===== src/hdl/cku_pkg.sv =====
// Package for the C keyword upper-casing filter: payload structs, lexer modes,
// result kinds, character constants and the keyword table.
// No dependencies.
package cku_pkg;

  localparam int KW_NUM   = 32;
  localparam int KW_CHARS = 8;

  typedef enum logic [2:0] {
    MODE_TEXT,
    MODE_WORD,
    MODE_PASS,
    MODE_SLASH,
    MODE_LINE,
    MODE_BLOCK,
    MODE_BSTAR
  } lex_mode_t;

  localparam logic [1:0] KIND_CHAR     = 2'd0;
  localparam logic [1:0] KIND_END_OK   = 2'd1;
  localparam logic [1:0] KIND_END_OPEN = 2'd2;

  localparam logic [7:0] CH_SLASH    = 8'h2f;
  localparam logic [7:0] CH_STAR     = 8'h2a;
  localparam logic [7:0] CH_NEWLINE  = 8'h0a;
  localparam logic [7:0] CASE_OFFSET = 8'd32;

  typedef struct packed {
    logic [7:0] char_in;
    logic       end_in;
  } in_item_t;

  typedef struct packed {
    logic [1:0] kind;
    logic [7:0] char_out;
    logic       last;
  } out_item_t;

  // Closing result of a burst, handed from the lexer to the emitter.
  typedef struct packed {
    logic       vld;
    logic [1:0] kind;
    logic [7:0] ch;
  } tail_t;

  // Keywords are right-justified: the first letter sits in the highest used byte.
  localparam logic [8*KW_CHARS-1:0] KW_STR [KW_NUM] = '{
    "auto", "const", "double", "float", "int", "short", "struct", "unsigned",
    "break", "continue", "else", "for", "long", "signed", "switch", "void",
    "case", "default", "enum", "goto", "register", "sizeof", "typedef", "volatile",
    "char", "do", "extern", "if", "return", "static", "union", "while"
  };

  localparam logic [3:0] KW_LEN [KW_NUM] = '{
    4'd4, 4'd5, 4'd6, 4'd5, 4'd3, 4'd5, 4'd6, 4'd8,
    4'd5, 4'd8, 4'd4, 4'd3, 4'd4, 4'd6, 4'd6, 4'd4,
    4'd4, 4'd7, 4'd4, 4'd4, 4'd8, 4'd6, 4'd7, 4'd8,
    4'd4, 4'd2, 4'd6, 4'd2, 4'd6, 4'd6, 4'd5, 4'd5
  };

  function automatic logic is_letter(input logic [7:0] c);
    is_letter = (c >= "a" && c <= "z") || (c >= "A" && c <= "Z");
  endfunction

  function automatic logic is_lower(input logic [7:0] c);
    is_lower = (c >= "a" && c <= "z");
  endfunction

  // Letter j of keyword k, zero beyond the keyword's end.
  function automatic logic [7:0] kw_byte(input int k, input int j);
    int n;
    n = int'(KW_LEN[k]);
    if (j < n) begin
      kw_byte = KW_STR[k][8*(n-1-j) +: 8];
    end else begin
      kw_byte = 8'h00;
    end
  endfunction

endpackage


===== src/hdl/cku_kw_match.sv =====
// Keyword matcher: compares the held word against the keyword table in parallel.
// Depends on cku_pkg.
module cku_kw_match #(
  parameter int MAX_LEN  = 8,
  parameter int KW_COUNT = 32,
  localparam int LW = $clog2(MAX_LEN + 1)
) (
  input  logic [MAX_LEN-1:0][7:0] word,
  input  logic [LW-1:0]           len,
  output logic                    is_kw
);
  import cku_pkg::*;

  logic [KW_COUNT-1:0] hit;

  // Only letters below the keyword's length are compared; the length check
  // rules out any word of different size, so stale entries never matter.
  always_comb begin
    for (int k = 0; k < KW_COUNT; k++) begin
      hit[k] = (len == LW'(KW_LEN[k]));
      for (int j = 0; j < KW_CHARS; j++) begin
        if (j < int'(KW_LEN[k]) && word[j] != kw_byte(k, j)) begin
          hit[k] = 1'b0;
        end
      end
    end
    is_kw = |hit;
  end

endmodule


===== src/hdl/cku_lexer.sv =====
// Lexer: mode register, held-word store and per-transfer decision of which
// letters to flush and which closing result to emit. Depends on cku_pkg.
module cku_lexer #(
  parameter int MAX_LEN  = 8,
  parameter int KW_COUNT = 32,
  localparam int LW = $clog2(MAX_LEN + 1),
  localparam int IW = $clog2(MAX_LEN)
) (
  input  logic                    clk,
  input  logic                    rst_n,
  input  logic                    take,
  input  cku_pkg::in_item_t       item,
  output logic                    load,
  output logic [MAX_LEN-1:0][7:0] flush_bytes,
  output logic [LW-1:0]           flush_cnt,
  output cku_pkg::tail_t          tail
);
  import cku_pkg::*;

  lex_mode_t                mode_r, mode_nxt;
  logic [LW-1:0]            len_r, len_nxt;
  logic [MAX_LEN-1:0][7:0]  store_r;
  logic                     wr_en;
  logic [IW-1:0]            wr_idx;
  logic                     is_kw;
  logic                     upper;
  logic [7:0]               c;
  logic                     letter;
  logic                     txt_word;
  lex_mode_t                txt_mode;
  tail_t                    txt_tail;
  tail_t                    char_tail;

  cku_kw_match #(.MAX_LEN(MAX_LEN), .KW_COUNT(KW_COUNT)) u_match (
    .word  (store_r),
    .len   (len_r),
    .is_kw (is_kw)
  );

  always_comb begin
    c              = item.char_in;
    letter         = is_letter(c);
    char_tail.vld  = 1'b1;
    char_tail.kind = KIND_CHAR;
    char_tail.ch   = c;

    // Outcome of a byte seen in plain text: a letter opens a word, anything
    // else is echoed at once.
    txt_word = letter;
    txt_tail = letter ? '0 : char_tail;
    if (letter) begin
      txt_mode = MODE_WORD;
    end else if (c == CH_SLASH) begin
      txt_mode = MODE_SLASH;
    end else begin
      txt_mode = MODE_TEXT;
    end

    mode_nxt  = mode_r;
    len_nxt   = len_r;
    wr_en     = 1'b0;
    wr_idx    = '0;
    tail      = '0;
    flush_cnt = '0;
    upper     = 1'b0;

    if (item.end_in) begin
      if (mode_r == MODE_WORD) begin
        flush_cnt = len_r;
        upper     = is_kw;
      end
      tail.vld  = 1'b1;
      tail.kind = (mode_r == MODE_BLOCK || mode_r == MODE_BSTAR) ? KIND_END_OPEN
                                                                 : KIND_END_OK;
      tail.ch   = 8'h00;
      mode_nxt  = MODE_TEXT;
      len_nxt   = '0;
    end else begin
      unique case (mode_r)
        MODE_WORD: begin
          if (letter) begin
            if (len_r < LW'(MAX_LEN)) begin
              wr_en   = 1'b1;
              wr_idx  = len_r[IW-1:0];
              len_nxt = len_r + 1'b1;
            end else begin
              // Run too long to be a keyword: release it as it stands.
              flush_cnt = len_r;
              tail      = char_tail;
              mode_nxt  = MODE_PASS;
              len_nxt   = '0;
            end
          end else begin
            flush_cnt = len_r;
            upper     = is_kw;
            tail      = txt_tail;
            mode_nxt  = txt_mode;
            len_nxt   = '0;
          end
        end
        MODE_PASS: begin
          if (letter) begin
            tail = char_tail;
          end else begin
            tail     = txt_tail;
            mode_nxt = txt_mode;
          end
        end
        MODE_SLASH: begin
          if (c == CH_SLASH) begin
            tail     = char_tail;
            mode_nxt = MODE_LINE;
          end else if (c == CH_STAR) begin
            tail     = char_tail;
            mode_nxt = MODE_BLOCK;
          end else begin
            tail     = txt_tail;
            mode_nxt = txt_mode;
            wr_en    = txt_word;
            len_nxt  = LW'(txt_word);
          end
        end
        MODE_LINE: begin
          tail = char_tail;
          if (c == CH_NEWLINE) begin
            mode_nxt = MODE_TEXT;
          end
        end
        MODE_BLOCK: begin
          tail = char_tail;
          if (c == CH_STAR) begin
            mode_nxt = MODE_BSTAR;
          end
        end
        MODE_BSTAR: begin
          tail = char_tail;
          if (c == CH_SLASH) begin
            mode_nxt = MODE_TEXT;
          end else if (c != CH_STAR) begin
            mode_nxt = MODE_BLOCK;
          end
        end
        default: begin
          tail     = txt_tail;
          mode_nxt = txt_mode;
          wr_en    = txt_word;
          len_nxt  = LW'(txt_word);
        end
      endcase
    end

    // Every transfer that yields results ends with exactly one closing result.
    load = take & tail.vld;

    for (int i = 0; i < MAX_LEN; i++) begin
      flush_bytes[i] = (upper && is_lower(store_r[i])) ? (store_r[i] - CASE_OFFSET)
                                                       : store_r[i];
    end
  end

  always_ff @(posedge clk) begin
    if (!rst_n) begin
      mode_r <= MODE_TEXT;
      len_r  <= '0;
    end else if (take) begin
      mode_r <= mode_nxt;
      len_r  <= len_nxt;
    end
  end

  always_ff @(posedge clk) begin
    if (take && wr_en) begin
      store_r[wr_idx] <= c;
    end
  end

endmodule


===== src/hdl/cku_emitter.sv =====
// Emitter: result register that plays out a burst of flushed letters followed
// by its closing result, one per transfer. Depends on cku_pkg.
module cku_emitter #(
  parameter int MAX_LEN = 8,
  localparam int LW = $clog2(MAX_LEN + 1),
  localparam int IW = $clog2(MAX_LEN)
) (
  input  logic                    clk,
  input  logic                    rst_n,
  input  logic                    load,
  input  logic [MAX_LEN-1:0][7:0] flush_bytes,
  input  logic [LW-1:0]           flush_cnt,
  input  cku_pkg::tail_t          tail,
  output logic                    ready,
  output logic                    out_valid,
  input  logic                    out_stall,
  output cku_pkg::out_item_t      out_item
);
  import cku_pkg::*;

  logic [MAX_LEN-1:0][7:0] bytes_r;
  logic [LW-1:0]           cnt_r;
  logic [LW-1:0]           pos_r;
  logic [1:0]              tail_kind_r;
  logic [7:0]              tail_ch_r;
  logic                    valid_r;
  logic                    in_word;
  logic                    fire;

  always_comb begin
    in_word   = (pos_r < cnt_r);
    fire      = valid_r & ~out_stall;
    out_valid = valid_r;
    if (in_word) begin
      out_item.kind     = KIND_CHAR;
      out_item.char_out = bytes_r[pos_r[IW-1:0]];
      out_item.last     = 1'b0;
    end else begin
      out_item.kind     = tail_kind_r;
      out_item.char_out = tail_ch_r;
      out_item.last     = 1'b1;
    end
    // Free when empty, or when the closing result leaves in this cycle.
    ready = ~valid_r | (fire & ~in_word);
  end

  always_ff @(posedge clk) begin
    if (!rst_n) begin
      valid_r <= 1'b0;
      cnt_r   <= '0;
      pos_r   <= '0;
    end else if (load) begin
      valid_r <= 1'b1;
      cnt_r   <= flush_cnt;
      pos_r   <= '0;
    end else if (fire) begin
      if (in_word) begin
        pos_r <= pos_r + 1'b1;
      end else begin
        valid_r <= 1'b0;
      end
    end
  end

  always_ff @(posedge clk) begin
    if (load) begin
      bytes_r     <= flush_bytes;
      tail_kind_r <= tail.kind;
      tail_ch_r   <= tail.ch;
    end
  end

endmodule


===== src/hdl/c_keyword_uppercase_filter.sv =====
// C keyword upper-casing filter, top level. Depends on cku_pkg, cku_lexer, cku_emitter.
// The first result of a transfer is offered in the cycle after it is accepted.
// Throughput: one byte per cycle while no word is held and the receiver keeps up;
// a transfer that flushes n held letters gives n+1 results and stalls the input
// until the last leaves, as the emitter's result register plays them out one per cycle.
// Reset (rst_n low, synchronous) returns the lexer to text mode and empties the emitter.
module c_keyword_uppercase_filter #(
  parameter int KEYWORD_MAX_LEN = 8,
  parameter int KEYWORD_COUNT   = 32
) (
  input  logic               clk,
  input  logic               rst_n,
  input  logic               in_valid,
  output logic               in_stall,
  input  cku_pkg::in_item_t  in_item,
  output logic               out_valid,
  input  logic               out_stall,
  output cku_pkg::out_item_t out_item
);
  import cku_pkg::*;

  localparam int LW = $clog2(KEYWORD_MAX_LEN + 1);

  // The lexer holds the mode and the letters of a word that may still turn
  // out to be a keyword. On every accepted transfer it decides, in one pass of
  // logic, how many held letters are released (upper-cased when they spell a
  // keyword) and which single result closes the burst. A transfer that only
  // extends a word produces no result at all.
  //
  // The emitter registers that burst and hands it out one transfer at a time.
  // A new input is taken whenever the emitter is empty or its closing result
  // is leaving in the same cycle, so a plain character stream runs at one
  // byte per cycle while the receiver keeps up.

  logic                            take;
  logic                            load;
  logic                            ready;
  logic [KEYWORD_MAX_LEN-1:0][7:0] flush_bytes;
  logic [LW-1:0]                   flush_cnt;
  tail_t                           tail;

  assign in_stall = ~ready;
  assign take     = in_valid & ~in_stall;

  cku_lexer #(
    .MAX_LEN  (KEYWORD_MAX_LEN),
    .KW_COUNT (KEYWORD_COUNT)
  ) u_lexer (
    .clk         (clk),
    .rst_n       (rst_n),
    .take        (take),
    .item        (in_item),
    .load        (load),
    .flush_bytes (flush_bytes),
    .flush_cnt   (flush_cnt),
    .tail        (tail)
  );

  cku_emitter #(
    .MAX_LEN (KEYWORD_MAX_LEN)
  ) u_emitter (
    .clk         (clk),
    .rst_n       (rst_n),
    .load        (load),
    .flush_bytes (flush_bytes),
    .flush_cnt   (flush_cnt),
    .tail        (tail),
    .ready       (ready),
    .out_valid   (out_valid),
    .out_stall   (out_stall),
    .out_item    (out_item)
  );

endmodule


===== config.mk =====
export PLATFORM = sky130hd
export DESIGN_NAME = c_keyword_uppercase_filter
export DESIGN_NICKNAME = d
export VERILOG_FILES = /design/src/hdl/cku_pkg.sv /design/src/hdl/cku_kw_match.sv /design/src/hdl/cku_lexer.sv /design/src/hdl/cku_emitter.sv /design/src/hdl/c_keyword_uppercase_filter.sv
export SDC_FILE = /design/constraint.sdc
export NUM_CORES = 1
export LEC_CHECK = 0
export BUFFER_PORTS_ARGS = -buffer_cell sky130_fd_sc_hd__clkbuf_2
export CORE_MARGIN = 2
export CORE_UTILIZATION = 55
export DETAILED_ROUTE_END_ITERATION = 16
export PLACE_DENSITY = 0.72
export SYNTH_ARGS = -nofsm -noshare
export SYNTH_HDL_FRONTEND = slang
export SYNTH_HIERARCHICAL = 1
export SYNTH_SLANG_ARGS = --single-unit

===== constraint.sdc =====
create_clock -name clk -period 11.77 [get_ports clk]
set_input_delay 1.177 -clock clk [delete_from_list [all_inputs] [get_ports clk]]
set_output_delay 1.177 -clock clk [all_outputs]
set_load 0.005 [all_outputs]

==> Yosys cells after proc, flatten, opt, wreduce, memory -nomap -nowiden <==
Index checks and enable logic that the tools add are counted.
{ "totals": {"ramBits": 0, "in_bits": 13, "n_memories": 0, "output_inout_bits": 13, "elab_cells": 434, "latchBits": 0, "reg_bits": 154, "mem_bits_ro": 0} }
{ "classes": {"muxes": 222, "bitwise": 10, "shifts": 0, "addsub": 10, "div_mod_pow": 0, "reduce_logical": 31, "n_lt_le_gt_ge": 25, "eq_ne": 113, "mul": 0} }
{ "ops": {"columns": ["cell", "count"], "rows": [
  ["8-bit by 7-bit inequality test with 1-bit output (second input constant)", 87],
  ["1-bit two-way mux", 170],
  ["11-bit two-way mux", 8],
  ["8-bit by 7-bit >= comparator with 1-bit output (second input constant)", 10],
  ["8-bit by 7-bit <= comparator with 1-bit output (second input constant)", 10],
  ["8-bit two-way mux", 10],
  ["64-bit bitwise mux", 1],
  ["8-bit by 6-bit subtractor with 8-bit output (second input constant)", 8],
  ["3-bit two-way mux", 15],
  ["11-bit case mux with 4 select lines", 1],
  ["4-bit two-way mux", 10],
  ["32-bit OR reduction", 1],
  ["8-bit binary-select mux with 3-bit select", 1],
  ["8-bit demux with 3-bit select", 1],
  ["1-bit logical AND", 20],
  ["3-bit case mux with 6 select lines", 1],
  ["4-bit by 3-bit equality test with 1-bit output (second input constant)", 4],
  ["8-bit by 6-bit equality test with 1-bit output (second input constant)", 2],
  ["3-bit inequality test (second input constant)", 4],
  ["4-bit case mux with 3 select lines", 1],
  ["3-bit equality test (second input constant)", 3],
  ["4-bit by 1-bit adder with 4-bit output (second input constant)", 2],
  ["4-bit by 2-bit equality test with 1-bit output (second input constant)", 2],
  ["8-bit by 4-bit equality test with 1-bit output (second input constant)", 1],
  ["other kinds (25)", 38]
]} }

==> Depth between registers and ports, before layout <==
{ "logic_depth": {"word_depth": 15, "depth_mapped": 11, "ltp_nobuf": 10} }

==> Modules after synthesis <==
The synthesis kept the hierarchy.
{ "modules_own_cells": {"columns": ["module", "cells_each", "area_each_um2", "n_inst", "seq_area_each_um2"], "rows": [
  ["cku_lexer", 345, 3849.9, 1, 2062.0],
  ["cku_emitter", 169, 3275.6, 1, 2402.3],
  ["cku_kw_match", 240, 1622.8, 1, 0.0],
  ["c_keyword_uppercase_filter", 2, 10.0, 1, 0.0]
]} }

==> Worst setup path after synthesis <==
Ideal clock, no wire load.
{ "synth_timing": {"path_type": "in2reg", "from": "input port in_item[3] (netlist name)", "to": "register u_emitter.cnt_r[0]", "t_required_ps": 11654, "setup_ps": 116, "path_slack_ps": 5524, "stages": 8, "path_buffers": 2, "arrival_ps": 6130, "path_cell_list": "buf_6 > or4_4 > o22ai_4 > a2111oi_1 > nor2b_1 > clkbuf_1 > mux2i_1 > nor2b_1"} }
{ "synth_between": {"elab_chain_len": 9, "word_cells_on_any_way": 20, "cone_classes": "4 x order compare; 2 x eq/ne; 10 x mux; 1 x bitwise; 3 x reduce/logical"} }
{ "synth_rtl": {"columns": ["element", "line_no", "text"], "rows": [
  ["start: declaration", "c_keyword_uppercase_filter.sv:15", "input cku_pkg::in_item_t in_item,"],
  ["8-bit by 7-bit >= comparator with 1-bit output / 8-bit by 7-bit <= comparator with 1-bit output (equally long branches)", "cku_pkg.sv:62", "is_letter = (c >= \"a\" && c <= \"z\") || (c >= \"A\" && c <= \"Z\");"],
  ["1-bit logical AND", "cku_pkg.sv:62", null],
  ["1-bit logical OR", "cku_pkg.sv:62", null],
  ["11-bit two-way mux", "cku_lexer.sv:50", "txt_tail = letter ? '0 : char_tail;"],
  ["11-bit two-way mux", "cku_lexer.sv:113", "end else if (c == CH_STAR) begin"],
  ["11-bit two-way mux", "cku_lexer.sv:110", "if (c == CH_SLASH) begin"],
  ["11-bit case mux with 4 select lines (*)", "cku_lexer.sv:79", "unique case (mode_r)"],
  ["11-bit two-way mux (*)", "cku_lexer.sv:67", "if (item.end_in) begin"],
  ["1-bit bitwise AND (*)", "cku_lexer.sv:153", "load = take & tail.vld;"],
  ["net load", "c_keyword_uppercase_filter.sv:36", "logic load;"],
  ["end signal: assignment", "cku_emitter.sv:54", "cnt_r <= flush_cnt;"],
  ["end: declaration", "cku_emitter.sv:22", "logic [LW-1:0] cnt_r;"]
]} }
Mark *: on every way through the listed nets, which the timed path passes. The rest lies on a longest branch.
A chain may end at the register's enable or synchronous reset.

==> impl_metrics.json <==
{
  "ctsHoldBuffers": 0,
  "endpoint_kind": "output port",
  "fillers": 1258,
  "async_flop_share": 0,
  "rows": 46,
  "via_count": 6775,
  "clkSinkCount": 154,
  "drive_above_1_share": 0.126,
  "post_cts_resized": 0,
  "synth-compound-area-share": 0.0843,
  "synth_commonest_cells": "edfxtp_1, nand2_1, nor2_1, buf_4, nor4_1",
  "via_per_inst": 6.97,
  "cts_root_buf": "clkbuf_16",
  "grt_pass1_vias": 6103,
  "finClkSkew_ns": 0.0130,
  "worstPathMaxFanout": 20,
  "ys_top_cells_by_area": "edfxtp_1, dfxtp_1, buf_4",
  "dieArea_um2": 16900,
  "clk_pin_slew_ns": 0.07,
  "antenna_found_initial": 1,
  "crit_required_ns": 10.59,
  "grt_usage": 0.308,
  "r2r_slack_ns": 7.78,
  "cp_data_arrival_time_ns": 3.07,
  "cts_made_buffers": 17,
  "post-place-cells": 939,
  "worstSetupStartpointType": "register",
  "finalMaxSlewViolations": 0,
  "synth_area_leader_cell": "edfxtp_1",
  "power_mw": 1.19,
  "area_growth_pct": 6.83,
  "gr-total-overflow": 0,
  "synth.area.mux_share": 0.0613,
  "ir_drop_uv": 98.4,
  "synth.avg_cell_area_um2": 11.6,
  "finalSetupTns_ns": 0,
  "die_w_um": 130,
  "max_cap_violations": 0,
  "leakagePower_nw": 2.96,
  "place_area_um2": 8770,
  "io_buffer_count": 25,
  "synth-seq-area-share": 0.510,
  "cts_tree": "done",
  "initial_core_util": 0.557,
  "rsz0062_at_grt": "no",
  "ioPinCount": 26,
  "synthFlopType": "edfxtp_1",
  "synth_seq_cells": 154,
  "status": "finished, final reports clean",
  "syn_nets": 782,
  "finalSetupViolations": 0,
  "fp.coreArea_um2": 15700,
  "fp.dieH_um": 130,
  "place.gp.congestion": 1.06,
  "drt_first_pass_iters": 6,
  "remaining_drc_errors": 0,
  "fin_nets": 768,
  "worstMarginPinSlew_ns": 1.12,
  "critical_path_class": "register to output port",
  "stdcell_count": 972,
  "drt_iter0_markers": 1036,
  "antenna_left": 0,
  "final_area_um2": 9360,
  "synth_top_cell_area_share": 0.473,
  "synth.most_common_cell": "edfxtp_1",
  "synth_cell_types": 83,
  "yosys.area_share.xor_xnor": 0.00400,
  "grt_max_degree": 80,
  "drt-total-wl_mm": 25.7,
  "grt_pass1_wl_mm": 37.7,
  "hold_viol": 0,
  "synthAdderAreaFrac": 0.0186,
  "ys_warn_count": 6,
  "clockBufferDepth": 2,
  "htree_levels": 4,
  "clock_latency_ns": 0.42,
  "hold_path_class": "register to register",
  "synthCells": 756,
  "period_share": 0.361,
  "max_freq_mhz": 236,
  "netlist_area_um2": 8760,
  "cts_setup_buffers": 0,
  "place_hpwl_mm": 18.4,
  "holdWs_ns": 0.520,
  "synthSimpleGateAreaFrac": 0.260,
  "relSlewSlack": 0.253,
  "wl_per_cell_um": 26.5,
  "synth_top_family_by_area": "simple AND/OR/NAND/NOR gates",
  "power_density_nw_per_um2": 127,
  "period_minus_slack_ns": 4.24,
  "synth_edf_count": 138
}
==> path summary, 6_finish.rpt <==
kind,from,end,cells past startpoint
min reg2reg,u_emitter/pos_r[3],u_emitter/pos_r[3],2
max,u_emitter/pos_r[1],out_item[7],6
min,u_emitter/pos_r[3],u_emitter/pos_r[3],2
max reg2reg,u_lexer/store_r[36],u_emitter/bytes_r[46],9
==> layout make-up <==
class	count	area, um2	share of cell area
multi-input combinational	508	3760	0.402
sequential	154	4460	0.477
timing repair buffer	30	163	0.0174
antenna	1	2.50	0.000267
inverter	31	116	0.0124
tap	216	270	0.0289
clock buffer	18	439	0.0469
clock inverter	14	141	0.0151
==> worst max-delay path, cell delays in order (launching register included) <==
cell and delay [ns]:
dfxtp_1 0.91, ha_1 0.33, a2111oi_4 0.08, nor2_1 0.87, nand2_1 0.19, o21ai_0 0.13
clkbuf_2 0.14
==> per-layer routing <==
| layer | part of all wire | routed length (um) | vias to the layer above | track usage |
|---|---|---|---|---|
| li1 | - | - | 2926 | - |
| met5 | 0 | 0 | - | 0 |
| met3 | 0.10 | 2670 | 68 | 0.0689 |
| met4 | 0.030 | 770 | 0 | 0.0980 |
| met1 | 0.42 | 10700 | 3322 | 0.443 |
| met2 | 0.45 | 11600 | 459 | 0.468 |
==> registers in the layout (all words and copies together), names as in the netlist <==
signal / flops
u_emitter/tail_kind_r: 2
u_emitter/cnt_r: 4
u_emitter/out_valid: 1
u_lexer/len_r: 4
u_emitter/bytes_r: 64
u_emitter/tail_ch_r: 8
u_lexer/mode_r: 3
u_lexer/store_r: 64
u_emitter/pos_r: 4
==> power breakdown <==
part	total (mW)	internal (mW)	switching, mW
clock network	0.530	0.301	0.229
registers	0.615	0.609	0.00524
logic	0.0472	0.0153	0.0319
total	1.19	0.926	0.266
==> cells by family (layout without fill, tap and decap cells) <==
logic type                 Yosys count  count (layout)
adders and majority gates           13              13
DFF                                154             154
buffers and inverters               94              93
other                                0               1
and+or+nand+nor                    357             357
xor gates and xnor gates             4               4
AOI/OAI and AO/OA                  103             103
muxes                               31              31
==> layout by cell type, fill, tap and decap left out, types with 6 or more instances in the layout <==
master,n
edfxtp_1,138
nand2_1,52
nor2_1,45
nor4_1,37
inv_1,31
a21oi_1,30
clkbuf_2,25
nor3_1,21
nand4_1,20
nand4bb_1,18
clkbuf_16,17
o21ai_0,16
dfxtp_1,16
or4_1,16
mux2i_1,15
nor2b_1,15
and2_1,14
nand3_1,14
nand2b_1,14
ha_1,13
nand4b_1,13
mux4_2,9
and3_1,9
o22ai_1,9
nand3b_1,9
a21o_1,8
mux4_1,7
nor4b_1,7
or4b_1,7
or3_1,6
==> metrics by stage <==
stage                     utilization  worst slack [ns]
after global routing            0.595              7.28
after detailed placement        0.558              7.48
final                           0.595              7.53
after global placement          0.558              7.68
after CTS                       0.595              7.51
after floorplan                     -              5.52
No activity file was read; power rests on OpenSTA's default activity.
